[config.mk]
export PLATFORM = sky130hd
export DESIGN_NAME = json_byte_tokenizer_flat
export DESIGN_NICKNAME = d
export VERILOG_FILES = /design/src/rtl/jbt_pkg.sv /design/src/rtl/jbt_channels.sv /design/src/rtl/jbt_scan.sv /design/src/rtl/jbt_rsp_queue.sv /design/src/rtl/json_byte_tokenizer.sv /design/src/flat_wrapper.sv
export SDC_FILE = /design/constraint.sdc
export NUM_CORES = 1
export LEC_CHECK = 0
export ABC_AREA = 1
export BUFFER_PORTS_ARGS = -buffer_cell sky130_fd_sc_hd__buf_4
export CORE_MARGIN = 1
export CORE_UTILIZATION = 45
export DETAILED_ROUTE_END_ITERATION = 10
export SLEW_MARGIN = 40
export SYNTH_ARGS = -nofsm -noshare
export SYNTH_HDL_FRONTEND = slang
export SYNTH_SLANG_ARGS = --single-unit
[constraint.sdc]
create_clock -name clock -period 5.15 [get_ports clock]
set_input_delay 0.7725 -clock clock [delete_from_list [all_inputs] [get_ports clock]]
set_output_delay 0.7725 -clock clock [all_outputs]
set_load 0.005 [all_outputs]
[src/rtl/jbt_pkg.sv]
// ----------------------------------------------------------------------------
// jbt_pkg
// Shared types, character codes and keyword helpers for the byte tokenizer.
// ----------------------------------------------------------------------------
package jbt_pkg;

   typedef enum logic [3:0] {
      KIND_LBRACE      = 4'd0,
      KIND_RBRACE      = 4'd1,
      KIND_LBRACKET    = 4'd2,
      KIND_RBRACKET    = 4'd3,
      KIND_COLON       = 4'd4,
      KIND_COMMA       = 4'd5,
      KIND_STRING      = 4'd6,
      KIND_NUMBER      = 4'd7,
      KIND_TRUE        = 4'd8,
      KIND_FALSE       = 4'd9,
      KIND_NULL        = 4'd10,
      KIND_TEXT        = 4'd11,
      KIND_BAD_WORD    = 4'd12,
      KIND_OPEN_STRING = 4'd13
   } token_kind_type;

   typedef enum logic [2:0] {
      MODE_IDLE   = 3'b001,
      MODE_STRING = 3'b010,
      MODE_WORD   = 3'b100
   } mode_type;

   localparam logic [7:0] CHAR_LBRACE   = 8'h7B;
   localparam logic [7:0] CHAR_RBRACE   = 8'h7D;
   localparam logic [7:0] CHAR_LBRACKET = 8'h5B;
   localparam logic [7:0] CHAR_RBRACKET = 8'h5D;
   localparam logic [7:0] CHAR_COLON    = 8'h3A;
   localparam logic [7:0] CHAR_COMMA    = 8'h2C;
   localparam logic [7:0] CHAR_QUOTE    = 8'h22;
   localparam logic [7:0] CHAR_DOT      = 8'h2E;

   // numeric flag bits
   localparam int NUM_VALID = 0;
   localparam int NUM_DOT   = 1;
   localparam int NUM_DIGIT = 2;

   // keyword match bits
   localparam int KW_TRUE  = 0;
   localparam int KW_FALSE = 1;
   localparam int KW_NULL  = 2;

   localparam logic [2:0] LEN_MAX = 3'd7;

   typedef struct packed {
      logic [2:0] length;
      logic [2:0] keyword_match;
      logic [2:0] numeric_flags;
   } word_state_type;

   localparam word_state_type WORD_CLEAR = '{length: 3'd0, keyword_match: 3'b111,
                                             numeric_flags: 3'b001};

   typedef struct packed {
      token_kind_type kind;
      logic [7:0]     char_value;
      logic           run_end;
   } rsp_item_type;

   typedef struct packed {
      logic [1:0]          count;
      rsp_item_type [1:0]  items;
   } scan_out_type;

   function automatic logic is_digit(input logic [7:0] c);
      return (c >= "0") && (c <= "9");
   endfunction

   function automatic logic is_alnum(input logic [7:0] c);
      return is_digit(c) || ((c >= "a") && (c <= "z")) || ((c >= "A") && (c <= "Z"));
   endfunction

   // expected character of {null, false, true} at a word position, zero past the end
   function automatic logic [23:0] keyword_chars(input logic [2:0] pos);
      logic [23:0] r;
      unique case (pos)
         3'd0:    r = {8'("n"), 8'("f"), 8'("t")};
         3'd1:    r = {8'("u"), 8'("a"), 8'("r")};
         3'd2:    r = {8'("l"), 8'("l"), 8'("u")};
         3'd3:    r = {8'("l"), 8'("s"), 8'("e")};
         3'd4:    r = {8'h00, 8'("e"), 8'h00};
         default: r = 24'h0;
      endcase
      return r;
   endfunction

   function automatic word_state_type word_add(input word_state_type s, input logic [7:0] c);
      word_state_type r;
      logic [7:0]     lc;
      logic [23:0]    kc;
      r  = s;
      lc = ((c >= "A") && (c <= "Z")) ? c + 8'd32 : c;
      kc = keyword_chars(s.length);
      // words hold no zero byte, so a zero expected char never matches
      if (kc[7:0] != lc)   r.keyword_match[KW_TRUE]  = 1'b0;
      if (kc[15:8] != lc)  r.keyword_match[KW_FALSE] = 1'b0;
      if (kc[23:16] != lc) r.keyword_match[KW_NULL]  = 1'b0;
      if (c == CHAR_DOT) begin
         if (s.numeric_flags[NUM_DOT]) r.numeric_flags[NUM_VALID] = 1'b0;
         r.numeric_flags[NUM_DOT] = 1'b1;
      end else if (is_digit(c)) begin
         r.numeric_flags[NUM_DIGIT] = 1'b1;
      end else begin
         r.numeric_flags[NUM_VALID] = 1'b0;
      end
      if (s.length != LEN_MAX) r.length = s.length + 3'd1;
      return r;
   endfunction

   function automatic token_kind_type word_kind(input word_state_type s);
      token_kind_type k;
      priority if (s.numeric_flags[NUM_VALID] && s.numeric_flags[NUM_DIGIT]) begin
         k = KIND_NUMBER;
      end else if (s.keyword_match[KW_TRUE] && (s.length == 3'd4)) begin
         k = KIND_TRUE;
      end else if (s.keyword_match[KW_FALSE] && (s.length == 3'd5)) begin
         k = KIND_FALSE;
      end else if (s.keyword_match[KW_NULL] && (s.length == 3'd4)) begin
         k = KIND_NULL;
      end else begin
         k = KIND_BAD_WORD;
      end
      return k;
   endfunction

endpackage

[src/rtl/jbt_channels.sv]
// ----------------------------------------------------------------------------
// jbt channels
// Request and response handshake channels of the byte tokenizer.
// ----------------------------------------------------------------------------
interface jbt_req_if;
   logic       valid;
   logic       ready;
   logic [7:0] text_byte;
   logic       end_of_text;

   modport source (output valid, output text_byte, output end_of_text, input ready);
   modport sink   (input valid, input text_byte, input end_of_text, output ready);
endinterface

interface jbt_rsp_if;
   logic       valid;
   logic       ready;
   logic [3:0] token_kind;
   logic [7:0] char_value;
   logic       run_end;

   modport source (output valid, output token_kind, output char_value, output run_end,
                   input ready);
   modport sink   (input valid, input token_kind, input char_value, input run_end,
                   output ready);
endinterface

[src/rtl/jbt_scan.sv]
// ----------------------------------------------------------------------------
// jbt_scan
// Scan state and per-byte token logic: turns one held byte into up to two
// results and updates the mode and word classification flags.
// ----------------------------------------------------------------------------
module jbt_scan (
   input  logic                 clock,
   input  logic                 reset,
   input  logic                 fire,
   input  logic [7:0]           text_byte,
   input  logic                 end_of_text,
   output jbt_pkg::scan_out_type result
);

   jbt_pkg::mode_type       mode_ff, mode_in;
   jbt_pkg::word_state_type word_ff, word_in;
   jbt_pkg::word_state_type added;

   logic                    main_emit, idle_emit, eot_emit;
   jbt_pkg::token_kind_type main_kind, idle_kind, eot_kind;
   logic                    do_idle;

   assign added = jbt_pkg::word_add((mode_ff == jbt_pkg::MODE_WORD) ? word_ff
                                                                   : jbt_pkg::WORD_CLEAR,
                                    text_byte);

   always_comb begin
      mode_in   = mode_ff;
      word_in   = word_ff;
      main_emit = 1'b0;
      main_kind = jbt_pkg::KIND_TEXT;
      idle_emit = 1'b0;
      idle_kind = jbt_pkg::KIND_TEXT;
      eot_emit  = 1'b0;
      eot_kind  = jbt_pkg::KIND_OPEN_STRING;
      do_idle   = 1'b0;

      unique case (mode_ff)
         jbt_pkg::MODE_STRING: begin
            main_emit = 1'b1;
            if (text_byte == jbt_pkg::CHAR_QUOTE) begin
               main_kind = jbt_pkg::KIND_STRING;
               mode_in   = jbt_pkg::MODE_IDLE;
            end else begin
               main_kind = jbt_pkg::KIND_TEXT;
            end
         end
         jbt_pkg::MODE_WORD: begin
            main_emit = 1'b1;
            if (jbt_pkg::is_alnum(text_byte) || (text_byte == jbt_pkg::CHAR_DOT)) begin
               main_kind = jbt_pkg::KIND_TEXT;
               word_in   = added;
            end else begin
               main_kind = jbt_pkg::word_kind(word_ff);
               word_in   = jbt_pkg::WORD_CLEAR;
               mode_in   = jbt_pkg::MODE_IDLE;
               do_idle   = 1'b1;
            end
         end
         default: begin
            mode_in = jbt_pkg::MODE_IDLE;
            do_idle = 1'b1;
         end
      endcase

      if (do_idle) begin
         idle_emit = 1'b1;
         unique case (text_byte)
            jbt_pkg::CHAR_LBRACE:   idle_kind = jbt_pkg::KIND_LBRACE;
            jbt_pkg::CHAR_RBRACE:   idle_kind = jbt_pkg::KIND_RBRACE;
            jbt_pkg::CHAR_LBRACKET: idle_kind = jbt_pkg::KIND_LBRACKET;
            jbt_pkg::CHAR_RBRACKET: idle_kind = jbt_pkg::KIND_RBRACKET;
            jbt_pkg::CHAR_COLON:    idle_kind = jbt_pkg::KIND_COLON;
            jbt_pkg::CHAR_COMMA:    idle_kind = jbt_pkg::KIND_COMMA;
            jbt_pkg::CHAR_QUOTE: begin
               idle_emit = 1'b0;
               mode_in   = jbt_pkg::MODE_STRING;
            end
            default: begin
               if (jbt_pkg::is_alnum(text_byte)) begin
                  idle_kind = jbt_pkg::KIND_TEXT;
                  mode_in   = jbt_pkg::MODE_WORD;
                  word_in   = added;
               end else begin
                  idle_emit = 1'b0;
               end
            end
         endcase
      end

      if (end_of_text) begin
         if (mode_in == jbt_pkg::MODE_WORD) begin
            eot_emit = 1'b1;
            eot_kind = jbt_pkg::word_kind(word_in);
         end else if (mode_in == jbt_pkg::MODE_STRING) begin
            eot_emit = 1'b1;
            eot_kind = jbt_pkg::KIND_OPEN_STRING;
         end
         mode_in = jbt_pkg::MODE_IDLE;
         word_in = jbt_pkg::WORD_CLEAR;
      end
   end

   // pack the up to two emitted kinds into result slots, in order
   always_comb begin
      jbt_pkg::token_kind_type k0, k1;
      logic [1:0]              n;
      k0 = jbt_pkg::KIND_TEXT;
      k1 = jbt_pkg::KIND_TEXT;
      n  = 2'd0;
      priority if (main_emit) begin
         k0 = main_kind;
         n  = 2'd1;
         if (idle_emit) begin
            k1 = idle_kind;
            n  = 2'd2;
         end else if (eot_emit) begin
            k1 = eot_kind;
            n  = 2'd2;
         end
      end else if (idle_emit) begin
         k0 = idle_kind;
         n  = 2'd1;
         if (eot_emit) begin
            k1 = eot_kind;
            n  = 2'd2;
         end
      end else if (eot_emit) begin
         k0 = eot_kind;
         n  = 2'd1;
      end else begin
         n = 2'd0;
      end
      result.count               = n;
      result.items[0].kind       = k0;
      result.items[0].char_value = (k0 == jbt_pkg::KIND_TEXT) ? text_byte : 8'h00;
      result.items[0].run_end    = (n == 2'd1);
      result.items[1].kind       = k1;
      result.items[1].char_value = (k1 == jbt_pkg::KIND_TEXT) ? text_byte : 8'h00;
      result.items[1].run_end    = 1'b1;
   end

   always_ff @(posedge clock) begin
      if (reset) begin
         mode_ff <= jbt_pkg::MODE_IDLE;
         word_ff <= jbt_pkg::WORD_CLEAR;
      end else if (fire) begin
         mode_ff <= mode_in;
         word_ff <= word_in;
      end
   end

   a_eot_returns_idle: assert property (@(posedge clock) disable iff (reset)
      fire && end_of_text |=> (mode_ff == jbt_pkg::MODE_IDLE) && (word_ff == jbt_pkg::WORD_CLEAR))
      else $error("scan state not cleared after end of text");

   a_open_string_last: assert property (@(posedge clock) disable iff (reset)
      fire && end_of_text && (mode_ff == jbt_pkg::MODE_STRING) &&
      (text_byte != jbt_pkg::CHAR_QUOTE)
      |-> (result.count == 2'd2) && (result.items[1].kind == jbt_pkg::KIND_OPEN_STRING))
      else $error("open string at end of text not reported");

   a_count_bound: assert property (@(posedge clock) disable iff (reset)
      fire |-> (result.count != 2'd3))
      else $error("more than two results for one byte");

endmodule

[src/rtl/jbt_rsp_queue.sv]
// ----------------------------------------------------------------------------
// jbt_rsp_queue
// Four-entry result queue: takes up to two results a cycle from the scanner
// while it has room; drives the response channel one result a cycle on ready.
// ----------------------------------------------------------------------------
module jbt_rsp_queue (
   input  logic                 clock,
   input  logic                 reset,
   input  logic                 push,
   input  jbt_pkg::scan_out_type result,
   output logic                 has_room,
   jbt_rsp_if.source            rsp
);

   jbt_pkg::rsp_item_type entry_ff [4];
   logic [1:0]            wr_ptr_ff, wr_ptr_in;
   logic [1:0]            rd_ptr_ff, rd_ptr_in;
   logic [2:0]            count_ff, count_in;
   logic [1:0]            push_n;
   logic                  pop;
   logic [1:0]            wr_next;

   assign push_n    = push ? result.count : 2'd0;
   assign pop       = (count_ff != 3'd0) && rsp.ready;
   assign wr_next   = wr_ptr_ff + 2'd1;
   assign wr_ptr_in = wr_ptr_ff + push_n;
   assign rd_ptr_in = rd_ptr_ff + {1'b0, pop};
   assign count_in  = count_ff + {1'b0, push_n} - {2'b00, pop};
   // room for a worst-case two-result byte
   assign has_room  = (count_ff <= 3'd2);

   assign rsp.valid      = (count_ff != 3'd0);
   assign rsp.token_kind = entry_ff[rd_ptr_ff].kind;
   assign rsp.char_value = entry_ff[rd_ptr_ff].char_value;
   assign rsp.run_end    = entry_ff[rd_ptr_ff].run_end;

   always_ff @(posedge clock) begin
      if (push_n != 2'd0) entry_ff[wr_ptr_ff] <= result.items[0];
      if (push_n == 2'd2) entry_ff[wr_next]   <= result.items[1];
   end

   always_ff @(posedge clock) begin
      if (reset) begin
         wr_ptr_ff <= 2'd0;
         rd_ptr_ff <= 2'd0;
         count_ff  <= 3'd0;
      end else begin
         wr_ptr_ff <= wr_ptr_in;
         rd_ptr_ff <= rd_ptr_in;
         count_ff  <= count_in;
      end
   end

   a_no_overflow: assert property (@(posedge clock) disable iff (reset)
      push |-> (count_ff <= 3'd2))
      else $error("push into a queue without room");

   a_count_bound: assert property (@(posedge clock) disable iff (reset)
      count_ff <= 3'd4)
      else $error("queue count out of range");

   a_ptr_gap: assert property (@(posedge clock) disable iff (reset)
      (count_ff != 3'd4) |-> ((wr_ptr_ff - rd_ptr_ff) == count_ff[1:0]))
      else $error("queue pointers disagree with count");

endmodule

[src/rtl/json_byte_tokenizer.sv]
// Path: a request waits in the input holding register until the queue has room. Throughput:
// one request per cycle while each byte gives at most one response and the response side
// is ready; a byte that gives two responses (word close plus punctuation, or a result plus
// end-of-text token) needs two transfers on the one response port, buffered by a 4-entry queue.
// Reset: synchronous; clears scan mode, word flags, input valid flag, queue pointers and count.
// ----------------------------------------------------------------------------
// json_byte_tokenizer
// Streaming JSON tokenizer top level: input holding register, scanner and
// result queue.
// ----------------------------------------------------------------------------
module json_byte_tokenizer (
   input  logic      clock,
   input  logic      reset,
   jbt_req_if.sink   req,
   jbt_rsp_if.source rsp
);

   logic                  in_valid_ff;
   logic [7:0]            byte_ff;
   logic                  eot_ff;
   logic                  has_room;
   logic                  go;
   jbt_pkg::scan_out_type result;

   assign go        = in_valid_ff && has_room;
   assign req.ready = !in_valid_ff || go;

   always_ff @(posedge clock) begin
      if (reset) begin
         in_valid_ff <= 1'b0;
      end else if (req.ready) begin
         in_valid_ff <= req.valid;
      end
   end

   always_ff @(posedge clock) begin
      if (req.ready && req.valid) begin
         byte_ff <= req.text_byte;
         eot_ff  <= req.end_of_text;
      end
   end

   jbt_scan u_scan (
      .clock       (clock),
      .reset       (reset),
      .fire        (go),
      .text_byte   (byte_ff),
      .end_of_text (eot_ff),
      .result      (result)
   );

   jbt_rsp_queue u_queue (
      .clock    (clock),
      .reset    (reset),
      .push     (go),
      .result   (result),
      .has_room (has_room),
      .rsp      (rsp)
   );

endmodule
[src/flat_wrapper.sv]
// flat-port wrapper written by rule: the top's interface ports become plain ports
module json_byte_tokenizer_flat 
  (clock, reset, req_valid, req_text_byte, req_end_of_text, req_ready, rsp_valid, rsp_token_kind, rsp_char_value, rsp_run_end, rsp_ready);
  jbt_req_if req_i ();
  jbt_rsp_if rsp_i ();
  input  logic clock;
  input  logic reset;
  input wire logic [$bits(req_i.valid)-1:0] req_valid;
  input wire logic [$bits(req_i.text_byte)-1:0] req_text_byte;
  input wire logic [$bits(req_i.end_of_text)-1:0] req_end_of_text;
  output wire logic [$bits(req_i.ready)-1:0] req_ready;
  output wire logic [$bits(rsp_i.valid)-1:0] rsp_valid;
  output wire logic [$bits(rsp_i.token_kind)-1:0] rsp_token_kind;
  output wire logic [$bits(rsp_i.char_value)-1:0] rsp_char_value;
  output wire logic [$bits(rsp_i.run_end)-1:0] rsp_run_end;
  input wire logic [$bits(rsp_i.ready)-1:0] rsp_ready;
  assign req_i.valid = req_valid;
  assign req_i.text_byte = req_text_byte;
  assign req_i.end_of_text = req_end_of_text;
  assign req_ready = req_i.ready;
  assign rsp_valid = rsp_i.valid;
  assign rsp_token_kind = rsp_i.token_kind;
  assign rsp_char_value = rsp_i.char_value;
  assign rsp_run_end = rsp_i.run_end;
  assign rsp_i.ready = rsp_ready;
  json_byte_tokenizer u_core (.clock(clock), .reset(reset), .req(req_i), .rsp(rsp_i));
endmodule
==> results of run 1 <==
-- worst min-delay path by stage --
stage,start,slack (ns),endpoint
3_3_place_gp,u_core.u_queue.count_ff[2],0.46,u_core.u_queue.count_ff[2]
5_1_grt,u_core.u_scan.word_ff[1],0.50,u_core.u_scan.word_ff[1]
2_1_floorplan,u_core.u_queue.count_ff[2],0.44,u_core.u_queue.count_ff[2]
6_report,u_core.u_scan.word_ff[1],0.48,u_core.u_scan.word_ff[1]
3_5_place_dp,u_core.u_queue.count_ff[2],0.47,u_core.u_queue.count_ff[2]
4_1_cts,u_core.u_scan.word_ff[1],0.48,u_core.u_scan.word_ff[1]
-- final cells by class --
| class | instances | area (µm²) | area share, % |
|---|---|---|---|
| well taps | 143 | 179 | 3.00 |
| clock inverters | 6 | 67.6 | 1.13 |
| multi-input cells | 546 | 2730 | 45.9 |
| inverters | 89 | 334 | 5.60 |
| repair buffers | 30 | 225 | 3.78 |
| flip-flops and latches | 81 | 2190 | 36.8 |
| clock buffers | 10 | 229 | 3.84 |
-- routing by layer --
layer,vias up,wire (µm),track usage [%]
li1,2527,-,-
met1,2301,6380,30.5
met2,155,6300,38.1
met3,25,691,3.81
met4,0,299,9.82
met5,-,0,0
-- sequential cells by signal, summed over array words and instances, names as in the netlist --
register                  count
u_core.u_queue.count_ff       3
u_core.u_scan.word_ff         9
u_core.u_queue.wr_ptr_ff      2
u_core.eot_ff                 1
u_core.byte_ff                8
u_core.in_valid_ff            1
u_core.u_scan.mode_ff         3
u_core.u_queue.rd_ptr_ff      2
u_core.u_queue.entry_ff      52
-- power by group through the flow --
| stage | Clock, mW | Sequential [mW] | Combinational [mW] |
|---|---|---|---|
| 3_3_place_gp | 0 | 0.869 | 0.616 |
| 6_report | 0.651 | 0.860 | 0.627 |
| 3_5_place_dp | 0 | 0.872 | 0.627 |
| 5_1_grt | 0.686 | 0.872 | 0.712 |
| 2_1_floorplan | 0 | 0.812 | 0.506 |
| 4_1_cts | 0.663 | 0.859 | 0.629 |
-- worst register-to-register path, delay by kind of cell, from the launching register on --
kind | cells | cell delay [ns]
and+or+nand+nor | 17 | 2.74
adders and majority gates | 1 | 0.21
DFF | 1 | 0.58
buffers and inverters | 4 | 0.55
AOI/OAI and AO/OA | 2 | 0.17
-- cell families after synthesis --
logic type,count (synthesis),synth area share (%)
buffers and inverters,120,9.57
XOR/XNOR,5,0.805
AO/OA/AOI/OAI,125,13.3
adder cells (fa/ha/maj),15,3.59
AND/OR/NAND/NOR,401,32.4
flip-flops,81,40.3
-- layout by cell type (no fill, tap or decap), types with 22 or more instances in the layout --
master	instances
a21oi_1	26
buf_4	30
dfxtp_1	23
edfxtp_1	57
inv_1	71
nand2_1	172
nand3_1	106
nor2_1	85
o21ai_0	51
o22ai_1	22
-- through the flow --
stage	power, mW	hold slack, ns	util (%)	setup WS [ns]
after global routing	2.27	0.503	51.3	0.000548
after detailed placement	1.50	0.470	48.7	0.408
after floorplan	1.32	0.444	-	1.27
final	2.14	0.482	51.3	0.522
after global placement	1.49	0.458	48.7	0.532
after CTS	2.15	0.481	51.3	0.362
==> impl_metrics.toml, run 1 <==
[placed_design]
place_congestion = 0.922
io_buffers = 27
dp_cells = 889
postPlaceCellArea_um2 = 5660
dp_hpwl_um = 10000

[sta]
setup_tns_ns = 0
worstMarginPinSlew_ns = 0.718
layout_min_cycle_time_ns = 4.63
final_max_slew_viol_count = 0
finalSetupViolCount = 0
slew_headroom_pct = 52.1
rsz0062_at_grt = "no"
clock.fmax_mhz = 216
fin_skew_ns = 0.00966
period_share_pct = 89.9
final_hold_viol_count = 0

[clock_network]
root_buffer = "clkbuf_16"
h-tree-depth = 3
cts.clk_slew.worst_paths_ns = 0.06
hold_buffers = 0
numClockSinks = 81
cts_made_buffers = 9
post_cts_buffers = 0
cts_resized = 0
cts_tree = "built"
clock_path_buffers = 2
clkLatencyLatePin_ns = 0.35

[worst_setup_path]
cp_slowest_cell = "edfxtp_1"
critPathKind = "flop to flop"
worst_path_most_repeated_cell = "nand2_1"
rrSetupSlack_ns = 0.52
r2r_cells = 24
cp.arrival_ns = 4.61
crit_family = "simple AND/OR/NAND/NOR gates"
crit_fanout = 13
crit_chain = "inv_2, nand2_1, nor2_1, nand2_1, nand2_2, nand2_1, nand3_1, nor2_2, nand2_1, nand2_1, nand2_1, inv_2, nand3_1, o21ai_1, nor2_1, inv_1, ha_1, nand2_1, o21ai_0, nor2_1, inv_1, nor2_1, nand2_1, nand2_1"
cp-end-kind = "flop"
path_depth = 24
r2r_end = "u_core.u_queue.entry_ff[3][5]"
cp-endpoint = "u_core.u_queue.entry_ff[3][5]"
max_stage_delay_ns = 0.58
crit_start = "u_core.byte_ff[7]"
cp_num_buf_inv = 4
crit_required_ns = 5.13
cp-start-kind = "flop"
r2r-start = "u_core.byte_ff[7]"

[final_layout]
antennaDiodeCount = 0
fin_area_um2 = 5960
drive_gt1_share_pct = 11.2
num-fill-cells = 1152
stdcell_count = 905
nets = 785
area_growth_pct = 9.64

[power_and_ir_drop]
combPwrFrac_pct = 29.3
pwr-share-clk_pct = 30.5
ir_worst_vdd_mv = 0.202
p_int_mw = 1.38
p_leak_nw = 2.59
p_sw_uw = 753
pwr-share-seq_pct = 40.2
powerDensity_nw_per_um2 = 359
switching_share_pct = 35.2

[global_routing]
grt_pass1_vias = 4646
antenna_found_initial = 0
grt_use_total_pct = 23.3
grt_max_degree = 33
grt_pass1_wl_um = 22800
grt_overflow = 0

[outcome]
violations = "DRC"
outcome = "complete, but fails checks"

[hold_path]
hold_depth = 2
hold_path_class = "flop to flop"

[synth]
synth_top_area_cell = "edfxtp_1"
syn-cell-area_um2 = 5440
synth-main-ff-cell = "edfxtp_1"
ys_ff_latch = 81
yosysWarnings = 0
synth_cells = 747
avgSynthCellArea_um2 = 7.28
synth_top_cells_by_area = "edfxtp_1, nand2_1, nand3_1, dfxtp_1, nor2_1"
async_reset_ff_share_pct = 0
yosysMostFrequentCell = "nand2_1"
seq_area_frac_synth_pct = 40.3
synth_top_cells_by_count = "nand2_1, nand3_1, nor2_1"
synth_top_area_share_pct = 31.5
synthDistinctLibCells = 43
synth_nets = 775
synth_edf_count = 57

[floorplan]
ios = 28
core_area_um2 = 11600
num_rows = 39
die_w_um = 112
initial_utilization_pct = 46.8
die_h_um = 112
die-area_um2 = 12500

[route]
vias_per_cell = 5.53
drc_errors = 2
antenna_left = 0
via_count = 5008
first_pass_iters = 8
drt_iter0_markers = 457
avgRoutedWirePerCell_um = 15.1
drt_wl_total_um = 13700

[run]
max_cap_viol_count = 0
No activity file was read; power rests on OpenSTA's default activity.
==> run 2, diff against run 1 <==
--- a/config.mk
+++ b/config.mk
@@ -10,7 +10,7 @@
 export CORE_MARGIN = 1
 export CORE_UTILIZATION = 45
 export DETAILED_ROUTE_END_ITERATION = 10
-export SLEW_MARGIN = 40
 export SYNTH_ARGS = -nofsm -noshare
 export SYNTH_HDL_FRONTEND = slang
+export SYNTH_HIERARCHICAL = 1
 export SYNTH_SLANG_ARGS = --single-unit
==> impl_metrics.toml, run 2 <==
[synth]
synth_cells = 758
ys_ff_latch = 81
synth_top_area_cell = "edfxtp_1"
syn-cell-area_um2 = 5960
synth_top_cells_by_area = "edfxtp_1, nand2_1, o21ai_2, dfxtp_1, inv_1"
synth_top_cells_by_count = "nand2_1, inv_1, nor2_1"
synth_top_area_share_pct = 30.8
synth_xor_area_share_pct = 0.735
yosys.area_share.simple_pct = 32.8
yosysMostFrequentCell = "nand2_1"
yosysWarnings = 6
synth_nets = 784
yosys.area_share.adder_pct = 2.86
synthMuxAreaShare_pct = 0
synthDistinctLibCells = 46
async_reset_ff_share_pct = 0
synth_top_family_by_area = "simple AND/OR/NAND/NOR gates"
synth-main-ff-cell = "edfxtp_1"
avgSynthCellArea_um2 = 7.86
synth_compound_area_share_pct = 17.0
seq_area_frac_synth_pct = 37.5
synth_edf_count = 61

[global_routing]
grt_pass1_wl_um = 23500
grt_use_total_pct = 22.5
grt_max_degree = 29
antenna_found_initial = 0
grt_pass1_vias = 4799
grt_overflow = 0

[power_and_ir_drop]
total_power_mw = 2.26
pwr-share-seq_pct = 37.1
powerDensity_nw_per_um2 = 348
pwr-share-clk_pct = 27.7
p_sw_uw = 802
p_int_mw = 1.46
switching_share_pct = 35.5
combPwrFrac_pct = 35.2
ir_worst_vdd_mv = 0.228
p_leak_nw = 2.85

[final_layout]
layout_commonest_cell = "nand2_1"
num-fill-cells = 1221
area_growth_pct = 8.89
final_cell_mix = "nand2_1, inv_1, nor2_1, edfxtp_1, o21ai_0"
largest_register_ffs = 52
top_regs = "u_core/u_queue/entry_ff (52), u_core/u_scan/word_ff (9), u_core/byte_ff (8)"
drive_gt1_share_pct = 23.9
fin_area_um2 = 6480
top_register = "u_core/u_queue/entry_ff"
antennaDiodeCount = 0
regArea_um2 = 2230
nets = 798
multi_input_area_um2 = 3190

[clock_network]
cts.clk_slew.worst_paths_ns = 0.06
h-tree-depth = 3
clock_path_buffers = 2
clkLatencyLatePin_ns = 0.34
numClockSinks = 81
hold_buffers = 0
root_buffer = "clkbuf_16"
cts_tree = "built"
cts_made_buffers = 9
post_cts_buffers = 0
cts_resized = 0

[route]
vias_per_cell = 5.29
drt_iter0_markers = 358
antenna_left = 0
first_pass_iters = 5
avgRoutedWirePerCell_um = 15.0
via_count = 5021
drt_wl_total_um = 14300
drc_errors = 0

[placed_design]
io_buffers = 27
place_congestion = 0.913
dp_hpwl_um = 11100
postPlaceCellArea_um2 = 6200
preCtsSetupSlack_ns = 0.867

[sta]
setup_tns_ns = 0
hold_ws_ns = 0.469
final_max_slew_viol_count = 0
slew_headroom_pct = 26.9
rsz0062_at_grt = "no"
clock.fmax_mhz = 234
finalSetupViolCount = 0
fin_skew_ns = 0.0112
final_hold_viol_count = 0
worstMarginPinSlew_ns = 1.10
setup_ws_ns = 0.873
layout_min_cycle_time_ns = 4.28
period_share_pct = 83.1

[floorplan]
initial_utilization_pct = 46.6
ios = 28
core_area_um2 = 12800
num_rows = 41
die_w_um = 117
die-area_um2 = 13700
die_h_um = 117

[outcome]
outcome = "completed"

[run]
max_cap_viol_count = 0

[worst_setup_path]
cp-end-kind = "flop"
cp-start-kind = "flop"
crit_required_ns = 5.13
crit_fanout = 27
cp.arrival_ns = 4.26
critPathKind = "flop to flop"

[hold_path]
hold_path_class = "flop to flop"
[run 2: cell types whose count changed after synthesis, moves of 7 or more]
cell / delta
nand3_1: -67
nand2_2: +18
o21ai_2: +45
nor3_2: +16
nor2_1: -10
nand2_1: +7
o22ai_1: -7
nand2_4: +10
[run 2: power groups by stage]
stage	Clock, mW	Combinational (mW)	Sequential (mW)
after detailed placement	0	0.798	0.852
after CTS	0.641	0.802	0.838
final	0.626	0.794	0.838
after floorplan	0	0.601	0.825
after global placement	0	0.784	0.851
after global routing	0.672	0.900	0.846
[run 2: worst paths after layout]
| check | start | to | slack (ns) | depth (start not counted) |
|---|---|---|---|---|
| worst max-delay path | u_core/byte_ff[5] | u_core/u_queue/entry_ff[0][8] | 0.87 | 23 |
| worst min register to register | u_core/u_scan/word_ff[1] | u_core/u_scan/word_ff[1] | 0.47 | 2 |
| worst max register to register | u_core/byte_ff[5] | u_core/u_queue/entry_ff[0][8] | 0.87 | 23 |
| worst min-delay path | u_core/u_scan/word_ff[1] | u_core/u_scan/word_ff[1] | 0.47 | 2 |
[run 2: kinds of logic after synthesis]
group,count (synthesis)
other cells,1
compound gates,152
fa+ha+maj,13
flops,81
buf+inv,117
xor+xnor,5
simple gates,389
[run 2: per-stage QoR]
stage          utilization, %  std cells
6_report                 50.8        949
5_1_grt                  50.8        949
4_1_cts                  50.8        949
3_5_place_dp             48.5        933
3_3_place_gp             48.5        933
2_1_floorplan               -        758
[run 2: metal layers]
layer	GRT usage (%)	vias to the layer above	wire [µm]
met4	9.79	0	428
li1	-	2556	-
met2	39.6	126	7030
met5	0	-	0
met3	3.96	22	575
met1	27.0	2317	6230
[run 2: critical path: stages, from the launching register on]
cell and delay (ns):
edfxtp_1 0.51, inv_2 0.20, nand2_1 0.08, nor2_2 0.15, nand2_1 0.07, nand2_1 0.07, nand2_2 0.08, nand2_2 0.13
nand3_2 0.12, nand2_4 0.09, nand2_1 0.07, inv_2 0.12, nand2_1 0.06, nand2_1 0.10, nor2_1 0.07, nor2_4 0.15
inv_1 0.08, ha_1 0.19, or2_2 0.28, o21ai_0 0.10, inv_1 0.15, nor2_8 0.19, nand3_4 0.30, nand2_1 0.53
[run 2: area by class of cell]
type	instances	area share, %
inverters	91	5.34
well taps	172	3.32
repair buffers	29	3.36
clock inverters	6	0.907
flip-flops and latches	81	34.4
multi-input cells	560	49.1
clock buffers	10	3.53
==> run 3, diff against run 2 <==
==> constraint.sdc (replaced) <==
create_clock -name clock -period 4.1 [get_ports clock]
set_input_delay 0.615 -clock clock [delete_from_list [all_inputs] [get_ports clock]]
set_output_delay 0.615 -clock clock [all_outputs]
set_load 0.005 [all_outputs]
==> impl_metrics.toml, run 3 (synthesis results as in run 2) <==
[global_routing]
use_met3_pct = 3.96
busiest_layer = "met2"
grt_use_met2_pct = 44.1
antenna_found_initial = 0
grt_use_total_pct = 23.7
grt_pass1_vias = 4896
grt_util_met1_pct = 26.9
grt_max_degree = 30
grt_pass1_wl_um = 24300
grt_overflow = 0

[placed_design]
preCtsSetupSlack_ns = 0.103
place_congestion = 0.913
postPlaceCellArea_um2 = 6280
io_buffers = 27
dp_hpwl_um = 11200

[sta]
clock.fmax_mhz = 265
final_max_slew_viol_count = 0
final_hold_viol_count = 0
layout_min_cycle_time_ns = 3.77
worstMarginPinSlew_ns = 1.12
slew_headroom_pct = 25.4
setup_ws_ns = 0.331
period_share_pct = 91.9
finalSetupViolCount = 0
fin_skew_ns = 0.00822

[clock_network]
hold_buffers = 0
cts_made_buffers = 9
cts_tree = "built"
cts.clk_slew.worst_paths_ns = 0.06
clkLatencyLatePin_ns = 0.35
h-tree-depth = 3
root_buffer = "clkbuf_16"
numClockSinks = 81
clock_path_buffers = 2

[worst_setup_path]
crit_fanout = 7
cp.arrival_ns = 4.04
worst_path_most_repeated_cell = "nand2_1"
cp-start-kind = "flop"
max_stage_delay_ns = 0.51
critPathKind = "flop to flop"
crit_required_ns = 4.38
cp-end-kind = "flop"
r2r_cells = 29
cp_slowest_cell = "edfxtp_1"

[route]
drt_iter0_markers = 392
avgRoutedWirePerCell_um = 15.6
vias_per_cell = 5.32
first_pass_iters = 6
drc_errors = 0
drt_wl_total_um = 15400
via_count = 5255
antenna_left = 0

[final_layout]
layout_commonest_cell = "nand2_1"
nets = 837
final_cell_mix = "nand2_1, inv_1, nor2_1, buf_4, edfxtp_1"
drive_gt1_share_pct = 28.2
area_growth_pct = 14.8
fin_area_um2 = 6840
top_regs = "u_core/u_queue/entry_ff (52), u_core/u_scan/word_ff (9), u_core/byte_ff (8)"
antennaDiodeCount = 0
largest_register_ffs = 52
top_register = "u_core/u_queue/entry_ff"
num-fill-cells = 1166

[power_and_ir_drop]
p_int_mw = 1.93
total_power_mw = 2.98
combPwrFrac_pct = 36.2
switching_share_pct = 35.2
p_sw_mw = 1.05
pwr-share-clk_pct = 28.8
p_leak_nw = 3.06
pwr-share-seq_pct = 35.0
powerDensity_nw_per_um2 = 436
ir_worst_vdd_mv = 0.226

[floorplan]
ios = 28
die-area_um2 = 13700
die_h_um = 117
die_w_um = 117
num_rows = 41
core_area_um2 = 12800
initial_utilization_pct = 46.6

[run]
max_cap_viol_count = 0

[outcome]
outcome = "completed"

[hold_path]
hold_depth = 1
hold_path_class = "primary input to flop"
==> run 3: per-stage QoR <==
| step | hold slack [ns] | util, % | instances | TNS (ns) |
|---|---|---|---|---|
| 2_1_floorplan | 0.445 | - | 758 | 0 |
| 4_1_cts | 0.428 | 51.6 | 960 | 0 |
| 3_3_place_gp | 0.459 | 49.2 | 944 | 0 |
| 5_1_grt | 0.428 | 53.5 | 988 | -0.0486 |
| 3_5_place_dp | 0.464 | 49.2 | 944 | 0 |
| 6_report | 0.438 | 53.5 | 988 | 0 |
==> run 3: worst max-delay path, delay by kind of cell (launching register included) <==
family,cells,cell delay [ns]
AO/OA/AOI/OAI,2,0.21
XOR/XNOR,1,0.17
adder cells (fa/ha/maj),3,0.73
buffers and inverters,7,0.57
flip-flops,1,0.51
AND/OR/NAND/NOR,16,1.50
==> run 3: path summary, 6_finish.rpt <==
check,startpoint,to,slack (ns)
max,u_core/byte_ff[4],u_core/u_queue/count_ff[2],0.33
min,req_text_byte[0],u_core/byte_ff[0],0.44
max reg2reg,u_core/byte_ff[4],u_core/u_queue/count_ff[2],0.33
min reg2reg,u_core/u_scan/word_ff[1],u_core/u_scan/word_ff[1],0.47
==> run 3: layout make-up <==
type	count	area (µm²)	share of cell area, %
well taps	172	215	3.15
clock buffers	10	229	3.35
repair buffers	68	510	7.47
flip-flops and latches	81	2230	32.7
inverters	91	354	5.18
multi-input cells	560	3210	47.0
clock inverters	6	82.6	1.21
==> run 3: per-layer routing <==
| metal | routed length, µm | share of wire, % | vias up |
|---|---|---|---|
| met1 | 6420 | 42 | 2473 |
| met4 | 310 | 2.0 | 0 |
| met2 | 8030 | 52 | 130 |
| met3 | 615 | 4.0 | 21 |
| met5 | 0 | 0 | - |
| li1 | - | - | 2631 |
==> run 3: repair_timing <==
| action | CTS | global route |
|---|---|---|
| setup buffers | 0 | 28 |
| setup endpoints to repair | 0 | 67 |
| endpoints found under the hold margin | 0 | 0 |
| resized for setup | 0 | 11 |
==> run 3: power by group through the flow <==
| stage | Sequential (mW) | Combinational (mW) | Clock (mW) |
|---|---|---|---|
| finish | 1.04 | 1.08 | 0.858 |
| detailed placement | 1.07 | 1.03 | 0 |
| CTS | 1.05 | 1.03 | 0.874 |
| floorplan | 1.04 | 0.755 | 0 |
| global placement | 1.06 | 1.01 | 0 |
| global route | 1.05 | 1.22 | 0.898 |
